<file path="src/amsd_pkg.sv">
package amsd_pkg;

  localparam int unsigned CHANNELS_DEF = 16;
  localparam int unsigned ADC_BITS_DEF = 10;

  localparam int unsigned VALUE_BITS = 7;
  localparam int unsigned LOW_LEVEL  = 64;

  localparam int unsigned CFG_IDX_W  = 4;
  localparam int unsigned CFG_DATA_W = 16;
  localparam int unsigned COUNT_W    = 5;
  localparam int unsigned MASK_W     = 16;
  localparam int unsigned CHSEL_W    = 4;
  localparam int unsigned DEADBAND_W = 8;

  typedef enum logic [CFG_IDX_W-1:0] {
    CFG_MUX1_COUNT = 4'd0,
    CFG_MUX2_COUNT = 4'd1,
    CFG_MUX1_MASK  = 4'd2,
    CFG_MUX2_MASK  = 4'd3,
    CFG_MODE_CH    = 4'd4,
    CFG_LFO_LEFT   = 4'd5,
    CFG_LFO_RIGHT  = 4'd6,
    CFG_DEADBAND   = 4'd7
  } cfg_idx_e;

  typedef enum logic [1:0] {
    LFO_LEFT   = 2'd0,
    LFO_MIDDLE = 2'd1,
    LFO_RIGHT  = 2'd2
  } lfo_sel_e;

  typedef struct packed {
    logic [COUNT_W-1:0]    mux1_count;
    logic [COUNT_W-1:0]    mux2_count;
    logic [MASK_W-1:0]     mux1_mask;
    logic [MASK_W-1:0]     mux2_mask;
    logic [CHSEL_W-1:0]    mode_ch;
    logic [CHSEL_W-1:0]    lfo_left_ch;
    logic [CHSEL_W-1:0]    lfo_right_ch;
    logic [DEADBAND_W-1:0] deadband;
  } cfg_t;

  localparam cfg_t CFG_RESET = '{
    mux1_count:   COUNT_W'(16),
    mux2_count:   COUNT_W'(16),
    mux1_mask:    '0,
    mux2_mask:    '0,
    mode_ch:      CHSEL_W'(4),
    lfo_left_ch:  CHSEL_W'(5),
    lfo_right_ch: CHSEL_W'(6),
    deadband:     DEADBAND_W'(7)
  };

  // Switch state carried from step to step.
  typedef struct packed {
    logic     lfo_left;
    logic     lfo_right;
    logic     synth_mode;
    lfo_sel_e lfo_sel;
  } mode_state_t;

  localparam mode_state_t MODE_RESET = '{
    lfo_left:   1'b0,
    lfo_right:  1'b0,
    synth_mode: 1'b0,
    lfo_sel:    LFO_MIDDLE
  };

  // Write enables for the two last-value stores.
  typedef struct packed {
    logic first_we;
    logic second_we;
  } store_wr_t;

  typedef struct packed {
    logic [CHSEL_W-1:0]    scanned_channel;
    logic [CHSEL_W-1:0]    next_address;
    logic                  first_event_valid;
    logic [VALUE_BITS-1:0] first_event_value;
    logic                  second_event_valid;
    logic [VALUE_BITS-1:0] second_event_value;
    logic                  synth_mode_out;
    lfo_sel_e              lfo_select_out;
  } result_t;

endpackage

</file>
<file path="src/amsd_step.sv">
module amsd_step import amsd_pkg::*; #(
  parameter int unsigned CHANNELS = CHANNELS_DEF,
  parameter int unsigned ADC_BITS = ADC_BITS_DEF,
  localparam int unsigned CH_W    = $clog2(CHANNELS)
) (
  input  cfg_t                cfg_i,
  input  logic [CH_W-1:0]     ch_i,
  input  logic [ADC_BITS-1:0] adc_first_i,
  input  logic [ADC_BITS-1:0] adc_second_i,
  input  logic [ADC_BITS-1:0] first_last_i,
  input  logic [ADC_BITS-1:0] second_last_i,
  input  mode_state_t         mode_i,
  output mode_state_t         mode_o,
  output store_wr_t           store_wr_o,
  output logic [CH_W-1:0]     next_ch_o,
  output result_t             res_o
);

  localparam int unsigned CNT_BITS = $clog2(CHANNELS + 1);
  localparam int unsigned CW = (CNT_BITS > COUNT_W) ? CNT_BITS : COUNT_W;
  localparam int unsigned EW = (CH_W > CHSEL_W) ? CH_W : CHSEL_W;

  logic [CW-1:0]         count1, count2, ch_c, nxt;
  logic [EW-1:0]         ch_e, next_e;
  logic [ADC_BITS-1:0]   diff1, diff2;
  logic                  take1, take2, low1, mask1_ok, mask2_ok;
  logic [VALUE_BITS-1:0] val1, val2;

  // Effective channel counts: mux one is clamped to [1, CHANNELS], mux two
  // to [0, CHANNELS].
  always_comb begin
    count1 = CW'(cfg_i.mux1_count);
    if (count1 == '0) count1 = CW'(1);
    if (count1 > CW'(CHANNELS)) count1 = CW'(CHANNELS);
    count2 = CW'(cfg_i.mux2_count);
    if (count2 > CW'(CHANNELS)) count2 = CW'(CHANNELS);
  end

  assign ch_c = CW'(ch_i);
  assign ch_e = EW'(ch_i);

  assign diff1 = (adc_first_i > first_last_i) ? adc_first_i - first_last_i
                                              : first_last_i - adc_first_i;
  assign diff2 = (adc_second_i > second_last_i) ? adc_second_i - second_last_i
                                                : second_last_i - adc_second_i;

  assign take1 = (ch_c < count1) && (diff1 > ADC_BITS'(cfg_i.deadband));
  assign take2 = (ch_c < count2) && (diff2 > ADC_BITS'(cfg_i.deadband));

  assign val1 = adc_first_i[ADC_BITS-1 -: VALUE_BITS];
  assign val2 = adc_second_i[ADC_BITS-1 -: VALUE_BITS];
  assign low1 = val1 < VALUE_BITS'(LOW_LEVEL);

  // Only the first sixteen channels have a mask bit.
  assign mask1_ok = ((ch_e >> CHSEL_W) == '0) && cfg_i.mux1_mask[ch_e[CHSEL_W-1:0]];
  assign mask2_ok = ((ch_e >> CHSEL_W) == '0) && cfg_i.mux2_mask[ch_e[CHSEL_W-1:0]];

  assign store_wr_o.first_we  = take1;
  assign store_wr_o.second_we = take2;

  always_comb begin
    mode_o = mode_i;
    res_o  = '0;
    if (take1) begin
      if (ch_e == EW'(cfg_i.mode_ch)) begin
        mode_o.synth_mode = low1;
      end else if (ch_e == EW'(cfg_i.lfo_left_ch)) begin
        mode_o.lfo_left = low1;
      end else if (ch_e == EW'(cfg_i.lfo_right_ch)) begin
        mode_o.lfo_right = low1;
      end else if (mask1_ok) begin
        res_o.first_event_valid = 1'b1;
        res_o.first_event_value = val1;
      end
      if (mode_o.lfo_left && !mode_o.lfo_right) begin
        mode_o.lfo_sel = LFO_LEFT;
      end else if (!mode_o.lfo_left && mode_o.lfo_right) begin
        mode_o.lfo_sel = LFO_RIGHT;
      end else begin
        mode_o.lfo_sel = LFO_MIDDLE;
      end
    end
    if (take2 && mask2_ok) begin
      res_o.second_event_valid = 1'b1;
      res_o.second_event_value = val2;
    end
    res_o.scanned_channel = ch_e[CHSEL_W-1:0];
    res_o.next_address    = next_e[CHSEL_W-1:0];
    res_o.synth_mode_out  = mode_o.synth_mode;
    res_o.lfo_select_out  = mode_o.lfo_sel;
  end

  always_comb begin
    nxt = ch_c + CW'(1);
    if (nxt >= count1) nxt = '0;
  end

  assign next_ch_o = CH_W'(nxt);
  assign next_e    = EW'(next_ch_o);

endmodule

</file>
<file path="config.mk">
export PLATFORM = sky130hd
export DESIGN_NAME = amsd_step
export DESIGN_NICKNAME = d
export VERILOG_FILES = /design/src/amsd_pkg.sv /design/src/amsd_step.sv
export SDC_FILE = /design/constraint.sdc
export NUM_CORES = 1
export LEC_CHECK = 0
export ABC_AREA = 0
export BUFFER_PORTS_ARGS = -buffer_cell sky130_fd_sc_hd__buf_2
export CAP_MARGIN = 20
export CORE_ASPECT_RATIO = 0.8
export CORE_MARGIN = 8
export CORE_UTILIZATION = 51
export DETAILED_ROUTE_END_ITERATION = 8
export PLACE_DENSITY_LB_ADDON = 0.08
export SYNTH_ARGS = -nofsm -noshare
export SYNTH_HDL_FRONTEND = slang
export SYNTH_SLANG_ARGS = --single-unit
</file>
<file path="constraint.sdc">
create_clock -name vclk -period 7.5
set_clock_uncertainty 0.05 [all_clocks]
set_input_delay 1.5 -clock vclk [all_inputs]
set_output_delay 1.5 -clock vclk [all_outputs]
set_load 0.02 [all_outputs]
</file>
# == Yosys cells after proc, flatten, opt, wreduce, memory -nomap -nowiden ==
# Cells that the tools add are included.
# Widths: inputs -> output; s select.
# op_classes
n_eq_ne,3
n_mux,25
n_reduce_logical,8
addsub,5
magnitude_cmp,11
# op_table
op,count
$mux 8,6
$sub 10x10->10,4
$gt 10x10->1,2
$gt 10x8->1,2
$mux 10,2
$mux 5,4
$eq 4x4->1,3
$gt 5x5->1 const B,2
$lt 4x5->1,2
$bmux 1 s4,2
$mux 2,4
$lt 7x7->1 const B,1
$mux 1,6
$add 4x1->5 const B,1
$ge 5x5->1,1
$logic_and 1x1->1,5
$logic_not 5->1,1
$lt 4x5->1 const B,1
$mux 4,1
$logic_not 1->1,2
# word_totals
input_bits,111
register_bits,0

# == Logic depth before layout (Yosys ltp) ==
# Gate-level depths: netlist of run 1.
# depth
word_depth,12
depth_mapped,22

# == Worst setup path after synthesis of run 1 ==
# Ideal clock, no wire load.
# synth_path
path_kind,input port to output port
startpoint,input port adc_second_i[0]
endpoint,output port res_o[3] (netlist bit)
path_stages,19
slack_ns,0.755
n_path_buf,0
arrival_ns,5.195
path_cell_list,inv_1 -> ha_1 -> inv_1 -> fa_1 -> a21oi_1 -> o221a_2 -> o21ai_1 -> o21ai_2 -> nor2_8 -> mux2_4 -> a221oi_4 -> o311ai_2 -> xor2_1 -> ha_1 -> a2111oi_0 -> a21oi_1 -> nor4_1 -> a211oi_2 -> and3_1
# synth_rtl
element,line,text
start: declaration,amsd_step.sv:9,"input logic [ADC_BITS-1:0] adc_second_i,"
end: declaration,amsd_step.sv:16,output result_t res_o

==> results_tabular.tex, run 1 <==
\begin{tabular}{lr}
\hline
Metric & Value \\
\hline
\multicolumn{2}{l}{\textbf{Finish}} \\
\quad Clkbuf count & 0 \\
\quad Most common library cell in the layout ignoring fill and taps & buf\_2 \\
\quad Register area & 0 um2 \\
\quad Count of sequential standard cells & 0 \\
\quad Most used cells in the layout excluding fill and tap cells & 149 x buf\_2, 67 x inv\_1, 67 x ha\_1 \\
\quad Non-filler instance count after layout & between 600 and 700 \\
\quad Count of antenna diodes in the layout & 0 \\
\quad Area overhead of the layout relative to synthesis & 21.4\% \\
\quad Fraction of layout cells with a size suffix above 1 & 37.1\% \\
\quad Post-layout nets & 737 \\
\multicolumn{2}{l}{\textbf{STA}} \\
\quad Final setup viols & 0 \\
\quad Pin slew with the least headroom to its limit & 0.595 ns \\
\quad Worst slew margin & 60.0\% \\
\quad Ratio of final minimum period to clock period & 97.1\% \\
\quad Post-route worst setup slack & 0.220 ns \\
\quad Fin crit period & just over 7 ns \\
\quad Final count of hold timing violations & 0 \\
\quad Max-slew violation count & 0 \\
\quad FMAX & 137 MHz \\
\quad Fin Setup TNS & 0 ns \\
\quad Unrepaired setup endpoints after global routing & no \\
\multicolumn{2}{l}{\textbf{Power and ir drop}} \\
\quad Sum of internal, switching and leakage power & between 0.0004 and 0.0005 W \\
\quad Peak VDD IR & 0.0987 mV \\
\quad Leakage & 2.24 nW \\
\quad Cell area power density & 107 nW/um2 \\
\multicolumn{2}{l}{\textbf{Placement}} \\
\quad Placement-stage worst setup slack & 0.144 ns \\
\quad Number of port buffers & 149 \\
\quad DP Wirelength & 8890 um \\
\quad Final RePlAce weighted congestion & 0.914 \\
\quad Cell count after placement & between 600 and 700 \\
\multicolumn{2}{l}{\textbf{Worst setup path}} \\
\quad Dominant delay contributor by cell family on the critical path & compound AO/OA/AOI/OAI gates \\
\quad Worst EP required & 5.95 ns \\
\quad Arrival time worst endpoint & 5.73 ns \\
\quad Type of the worst setup path & in2out \\
\quad Crit path cell chain & buf\_2 -> inv\_1 -> ha\_1 -> inv\_1 -> fa\_1 -> a21oi\_2 -> o221a\_2 -> o21ai\_1 -> o21ai\_4 -> nor2\_8 -> mux2\_4 -> a221oi\_4 -> o311ai\_2 -> xor2\_1 -> ha\_1 -> a2111oi\_2 -> a21oi\_1 -> nor4\_2 -> a211oi\_2 -> buf\_4 -> and3\_1 -> buf\_2 \\
\quad Highest fanout seen on the critical path & 9 \\
\quad Largest incremental delay on the critical path & 0.40 ns \\
\quad Critical path buffers and inverters & 5 \\
\quad Critical-path top delay cell & fa\_1 \\
\quad Critical Path Source Type & primary input \\
\quad Worst setup EP type & primary output \\
\multicolumn{2}{l}{\textbf{Global routing}} \\
\quad Antenna violations before repair & 0 \\
\quad GRT Total Usage & 20.0\% \\
\quad Remaining Overflow, GRT & 0 \\
\quad Number of global-route vias before repair & 3623 \\
\quad First-pass GRT wire length & 16400 um \\
\quad Maximum number of pins on one net before global-route repair & 18 \\
\multicolumn{2}{l}{\textbf{Route}} \\
\quad Wire length reported by the detailed router & 9890 um \\
\quad Via-per-instance ratio & 5.43 \\
\quad Post-detailed-route wirelength per cell & 15.5 um \\
\quad Initial DRC Count & $\sim$120 \\
\quad Detailed Routing Iterations Pass 1 & 4 \\
\quad Remaining routing DRC violations & 0 \\
\quad DR vias & approximately 3500 \\
\quad Number of nets with antenna violations after detailed routing & 0 \\
\multicolumn{2}{l}{\textbf{Synth}} \\
\quad Syn. warnings & 0 \\
\quad Post-synth design cell area & 3440 um2 \\
\quad Library cell with the largest summed area after synthesis & ha\_1 \\
\quad Share of the synthesized area in the top cell type & about a quarter \\
\quad Post-synthesis net count & roughly 610 \\
\quad Share of the yosys chip area belonging to registers & 0\% \\
\quad Synth Instances & roughly 420 \\
\quad Unique masters post-synth & 75 \\
\quad Biggest area contributors in the synthesized netlist & ha\_1 25\%, inv\_1 7.3\%, mux4\_2 6.5\% \\
\quad Post-Synthesis Mean Instance Area & 8.11 um2 \\
\multicolumn{2}{l}{\textbf{Floorplan}} \\
\quad Floorplan Core Area & 6440 um2 \\
\quad Chip Height & 89.5 um \\
\quad Initial core utilization & 53.4\% \\
\quad DIE AREA & between 9000 and 10000 um2 \\
\quad Width of the die & about 110 um \\
\quad FP Rows & 26 \\
\quad Number of I/O pins & 149 \\
\multicolumn{2}{l}{\textbf{Clock network}} \\
\quad Number of buffers inserted by hold repair at cts & 0 \\
\multicolumn{2}{l}{\textbf{Min path}} \\
\quad Hold Crit Class & in2out \\
\multicolumn{2}{l}{\textbf{Outcome}} \\
\quad Outcome & finished, final reports clean \\
\multicolumn{2}{l}{\textbf{Flow run}} \\
\quad Total of max-cap violations & 0 \\
\hline
\end{tabular}
==> what timing repair did <==
action	CTS	global route
buffers inserted	0	1
gates resized for setup	0	7
endpoints found under the hold margin	0	0
endpoints found under the setup margin	0	9
==> synthesized netlist by cell type (all sizes together), types with 4 or more instances <==
library cell	count
xor2	7
nor2	22
ha	68
a211oi	4
mux4	10
a21o	8
xnor2	25
buf	22
fa	4
and3	11
nand4	9
and2	9
nand2	14
o21bai	7
a21oi	38
nand2b	7
inv	69
nor2b	8
nand3	7
o21ai	13
mux2	8
mux2i	9
nor4	4
==> final cells by class <==
cell class                      instances  area [um2]
Tap cell                               84         105
Timing Repair Buffer                  153         776
Multi-Input combinational cell        330        3040
Fill cell                             608        2270
Inverter                               69         259
==> layer usage <==
metal  share of wire (%)  track usage [%]  vias up
met5                   0                0        -
met4                0.14            0.126        0
met3                 7.9             4.03        4
met2                  48             37.5      131
met1                  44             24.3     1573
li1                    -                -     1746
==> cells by family after synthesis <==
logic type,after synthesis,share of synthesized area [%]
AOI/OAI and AO/OA,101,22.7
xor gates and xnor gates,32,8.15
adders and majority gates,72,27.1
buffers and inverters,94,12.7
muxes,27,12.4
and+or+nand+nor,98,16.9
==> final timing paths <==
check / startpoint / to / slack, ns / cells past startpoint
max: adc_second_i[0] / res_o[8] / 0.22 / 22
min: mode_i[4] / mode_o[4] / 3.31 / 4
==> power by group <==
group	internal [W]	total, W	leakage, nW	switching, W
clock	0	0	0	0
sequential	0	0	0	0
combinational	0.000198	0.000445	2.24	0.000248
==> metrics by stage <==
step / util (%) / hold slack [ns] / instance area [um2]
5_1_grt: 64.8 / 3.33 / 4180
4_1_cts: 64.2 / 3.31 / 4140
6_report: 64.8 / 3.31 / 4180
3_5_place_dp: 64.2 / 3.30 / 4140
3_3_place_gp: 64.2 / 3.30 / 4140
2_1_floorplan: - / 3.06 / 3440
Power figures use the tool's default switching activity.
==> inputs of run 2 (changes only) <==
--- a/config.mk
+++ b/config.mk
@@ -14,3 +14,3 @@
 export DETAILED_ROUTE_END_ITERATION = 8
-export PLACE_DENSITY_LB_ADDON = 0.08
+export PLACE_DENSITY = 0.94
 export SYNTH_ARGS = -nofsm -noshare
--- a/constraint.sdc
+++ b/constraint.sdc
@@ -4,2 +4,2 @@
 set_output_delay 1.5 -clock vclk [all_outputs]
-set_load 0.02 [all_outputs]
+set_load 0.05 [all_outputs]
==> results_tabular.tex, run 2 (synthesis gave the netlist of run 1 again) <==
\begin{tabular}{lr}
\hline
Metric & Value \\
\hline
\multicolumn{2}{l}{\textbf{Finish}} \\
\quad Register area & 0 um2 (unchanged) \\
\quad Clkbuf count & 0 (unchanged) \\
\quad Post-route cell area & 4240 um2 (+1.6\%) \\
\quad Most common library cell in the layout ignoring fill and taps & buf\_2 \\
\quad Area taken by multi-input logic gates & 3050 um2 (+0.54\%) \\
\quad Fraction of layout cells with a size suffix above 1 & 38.1\% (+0.97 points) \\
\quad Post-layout nets & 744 (+0.95\%) \\
\quad Count of antenna diodes in the layout & 0 (unchanged) \\
\quad Fill cell count & 530 (-13\%) \\
\quad Count of sequential standard cells & 0 (unchanged) \\
\quad Area overhead of the layout relative to synthesis & 23.4\% \\
\quad Most used cells in the layout excluding fill and tap cells & 149 x buf\_2, 67 x inv\_1, 67 x ha\_1 \\
\multicolumn{2}{l}{\textbf{Floorplan}} \\
\quad FP Rows & 26 (unchanged) \\
\quad Width of the die & 108 um (unchanged) \\
\quad Floorplan Core Area & 6440 um2 (unchanged) \\
\quad Chip Height & 89.5 um (unchanged) \\
\quad DIE AREA & 9640 um2 (unchanged) \\
\quad Initial core utilization & 53.4\% (unchanged) \\
\quad Number of I/O pins & 149 (unchanged) \\
\multicolumn{2}{l}{\textbf{Worst setup path}} \\
\quad Type of the worst setup path & in2out \\
\quad Worst setup EP type & primary output \\
\quad Worst EP required & 5.95 ns (about the same) \\
\quad Crit path cell chain & buf\_2 -> inv\_1 -> ha\_1 -> inv\_1 -> fa\_1 -> a21oi\_2 -> o221a\_2 -> o21ai\_1 -> o21ai\_4 -> nor2\_8 -> mux2\_4 -> a221oi\_4 -> o311ai\_2 -> xor2\_1 -> ha\_1 -> a2111oi\_4 -> a21oi\_2 -> nor4\_2 -> a211oi\_2 -> buf\_4 -> and3\_1 -> buf\_2 \\
\quad Critical Path Source Type & primary input \\
\quad Critical-path top delay cell & fa\_1 \\
\quad Highest fanout seen on the critical path & 8 (-1) \\
\quad Largest incremental delay on the critical path & 0.41 ns (about the same) \\
\quad Arrival time worst endpoint & 5.75 ns (+0.02 ns) \\
\multicolumn{2}{l}{\textbf{Route}} \\
\quad Remaining routing DRC violations & 0 (unchanged) \\
\quad Detailed Routing Iterations Pass 1 & 5 (+1) \\
\quad Post-detailed-route wirelength per cell & 16.0 um (+2.6\%) \\
\quad Initial DRC Count & 192 (+67\%) \\
\quad DR vias & 3566 (+3.2\%) \\
\quad Number of nets with antenna violations after detailed routing & 0 (unchanged) \\
\quad Wire length reported by the detailed router & 10300 um (+3.8\%) \\
\quad Via-per-instance ratio & 5.55 (+2.1\%) \\
\multicolumn{2}{l}{\textbf{Min path}} \\
\quad Min-Delay Endpoint & mode\_o[4] \\
\quad Worst Hold Launch & mode\_i[4] \\
\quad Hold Crit Class & in2out \\
\quad Min-Delay Path Depth & 4 (unchanged) \\
\multicolumn{2}{l}{\textbf{STA}} \\
\quad Final count of hold timing violations & 0 (unchanged) \\
\quad Worst slew margin & 55.4\% (-4.6 points) \\
\quad Final hold slack & 3.35 ns (+0.0427 ns) \\
\quad Fin crit period & 7.30 ns (+0.0201 ns) \\
\quad Max-slew violation count & 0 (unchanged) \\
\quad Pin slew with the least headroom to its limit & 0.662 ns (+0.0677 ns) \\
\quad Post-route worst setup slack & 0.200 ns (-0.0201 ns) \\
\quad Final setup viols & 0 (unchanged) \\
\quad Ratio of final minimum period to clock period & 97.3\% (+0.27 points) \\
\quad FMAX & 137 MHz (-0.28\%) \\
\multicolumn{2}{l}{\textbf{Global routing}} \\
\quad Maximum number of pins on one net before global-route repair & 18 (unchanged) \\
\quad First-pass GRT wire length & 16300 um (-1.0\%) \\
\quad Number of global-route vias before repair & 3623 (unchanged) \\
\quad Remaining Overflow, GRT & 0 (unchanged) \\
\quad Fraction of met1 tracks used by global routing & 23.4\% (-0.95 points) \\
\quad Antenna violations before repair & 0 (unchanged) \\
\quad Global-route track usage on met2 & 36.7\% (-0.78 points) \\
\quad GRT Total Usage & 19.7\% (-0.34 points) \\
\quad Met3 usage & 4.32\% (+0.29 points) \\
\quad Global routing's busiest layer & met2 \\
\multicolumn{2}{l}{\textbf{Placement}} \\
\quad Number of port buffers & 149 (unchanged) \\
\quad Placement-stage worst setup slack & 0.0504 ns (-0.0932 ns) \\
\quad Final RePlAce weighted congestion & 0.923 (+0.97\%) \\
\quad Area post-placement & 4130 um2 (-0.18\%) \\
\quad DP Wirelength & 8980 um (+1.1\%) \\
\multicolumn{2}{l}{\textbf{Power and ir drop}} \\
\quad Leakage & 2.28 nW (+1.6\%) \\
\quad Clk network pwr share & 0\% (unchanged) \\
\quad Switching portion of total power & 61.1\% (+5.5 points) \\
\quad Switch Pwr & 0.000326 W (+32\%) \\
\quad Peak VDD IR & 0.146 mV (+48\%) \\
\quad Combinational power share & 100.0\% (about the same) \\
\quad Cell area power density & 126 nW/um2 (+18\%) \\
\quad Proportion of power drawn by flip-flops and latches & 0\% (unchanged) \\
\quad Internal cell power & 0.000208 W (+4.9\%) \\
\multicolumn{2}{l}{\textbf{Outcome}} \\
\quad Outcome & finished, final reports clean \\
\multicolumn{2}{l}{\textbf{Flow run}} \\
\quad Total of max-cap violations & 0 (unchanged) \\
\multicolumn{2}{l}{\textbf{Clock network}} \\
\quad Number of buffers inserted by hold repair at cts & 0 (unchanged) \\
\hline
\end{tabular}
==> run 2: changes by cell type in the layout (fill, tap and decap cells not counted), sizes merged <==
| cell | previous run | this run |
|---|---|---|
| buf | 153 | 160 |
==> run 2: area by class of cell <==
type               instances  share of cell area (%)
multi-input cells        330                    71.9
inverters                 69                    6.10
well taps                 84                    2.48
repair buffers           160                    19.5
==> run 2: per-layer routing <==
layer	share of wire [%]	up-vias
li1	-	1760
met1	41	1647
met2	50	153
met3	8.4	6
met4	0.68	0
met5	0	-
==> run 2: worst max path at each step <==
stage,start,to,slack [ns],cells past startpoint
final,adc_second_i[0],res_o[5],0.20,22
after CTS,adc_second_i[0],res_o[5],0.05,21
after floorplan,adc_first_i[0],res_o[11],0.56,20
after global routing,adc_second_i[0],res_o[5],-0.07,22
after global placement,adc_second_i[0],res_o[3],0.28,21
after detailed placement,adc_second_i[0],res_o[5],0.05,21
==> run 2: critical path: cells and delay by family <==
kind	cells	cell delay (ns)
compound gates	9	1.64
xor+xnor	1	0.17
fa+ha+maj	3	0.92
buf+inv	5	0.62
mux	1	0.34
simple gates	3	0.54
==> run 2: power by group through the flow <==
stage	registers (W)	logic [W]	clock network [W]
detailed placement	0	0.000505	0
CTS	0	0.000507	0
floorplan	0	0.000403	0
finish	0	0.000533	0
global route	0	0.000577	0
global placement	0	0.000491	0
==> run 2: timing repair <==
action	in CTS	in global routing
endpoints found under the setup margin	0	24
buffers inserted	0	9
resized for setup	0	9
==> run 2: through the flow <==
stage | power (W) | utilization, % | setup TNS (ns) | std cells
floorplan | 0.000403 | - | 0 | 424
global placement | 0.000491 | 64.1 | 0 | 634
detailed placement | 0.000505 | 64.1 | 0 | 634
CTS | 0.000507 | 64.1 | 0 | 634
global route | 0.000577 | 65.9 | -0.340 | 643
finish | 0.000533 | 65.9 | 0 | 643
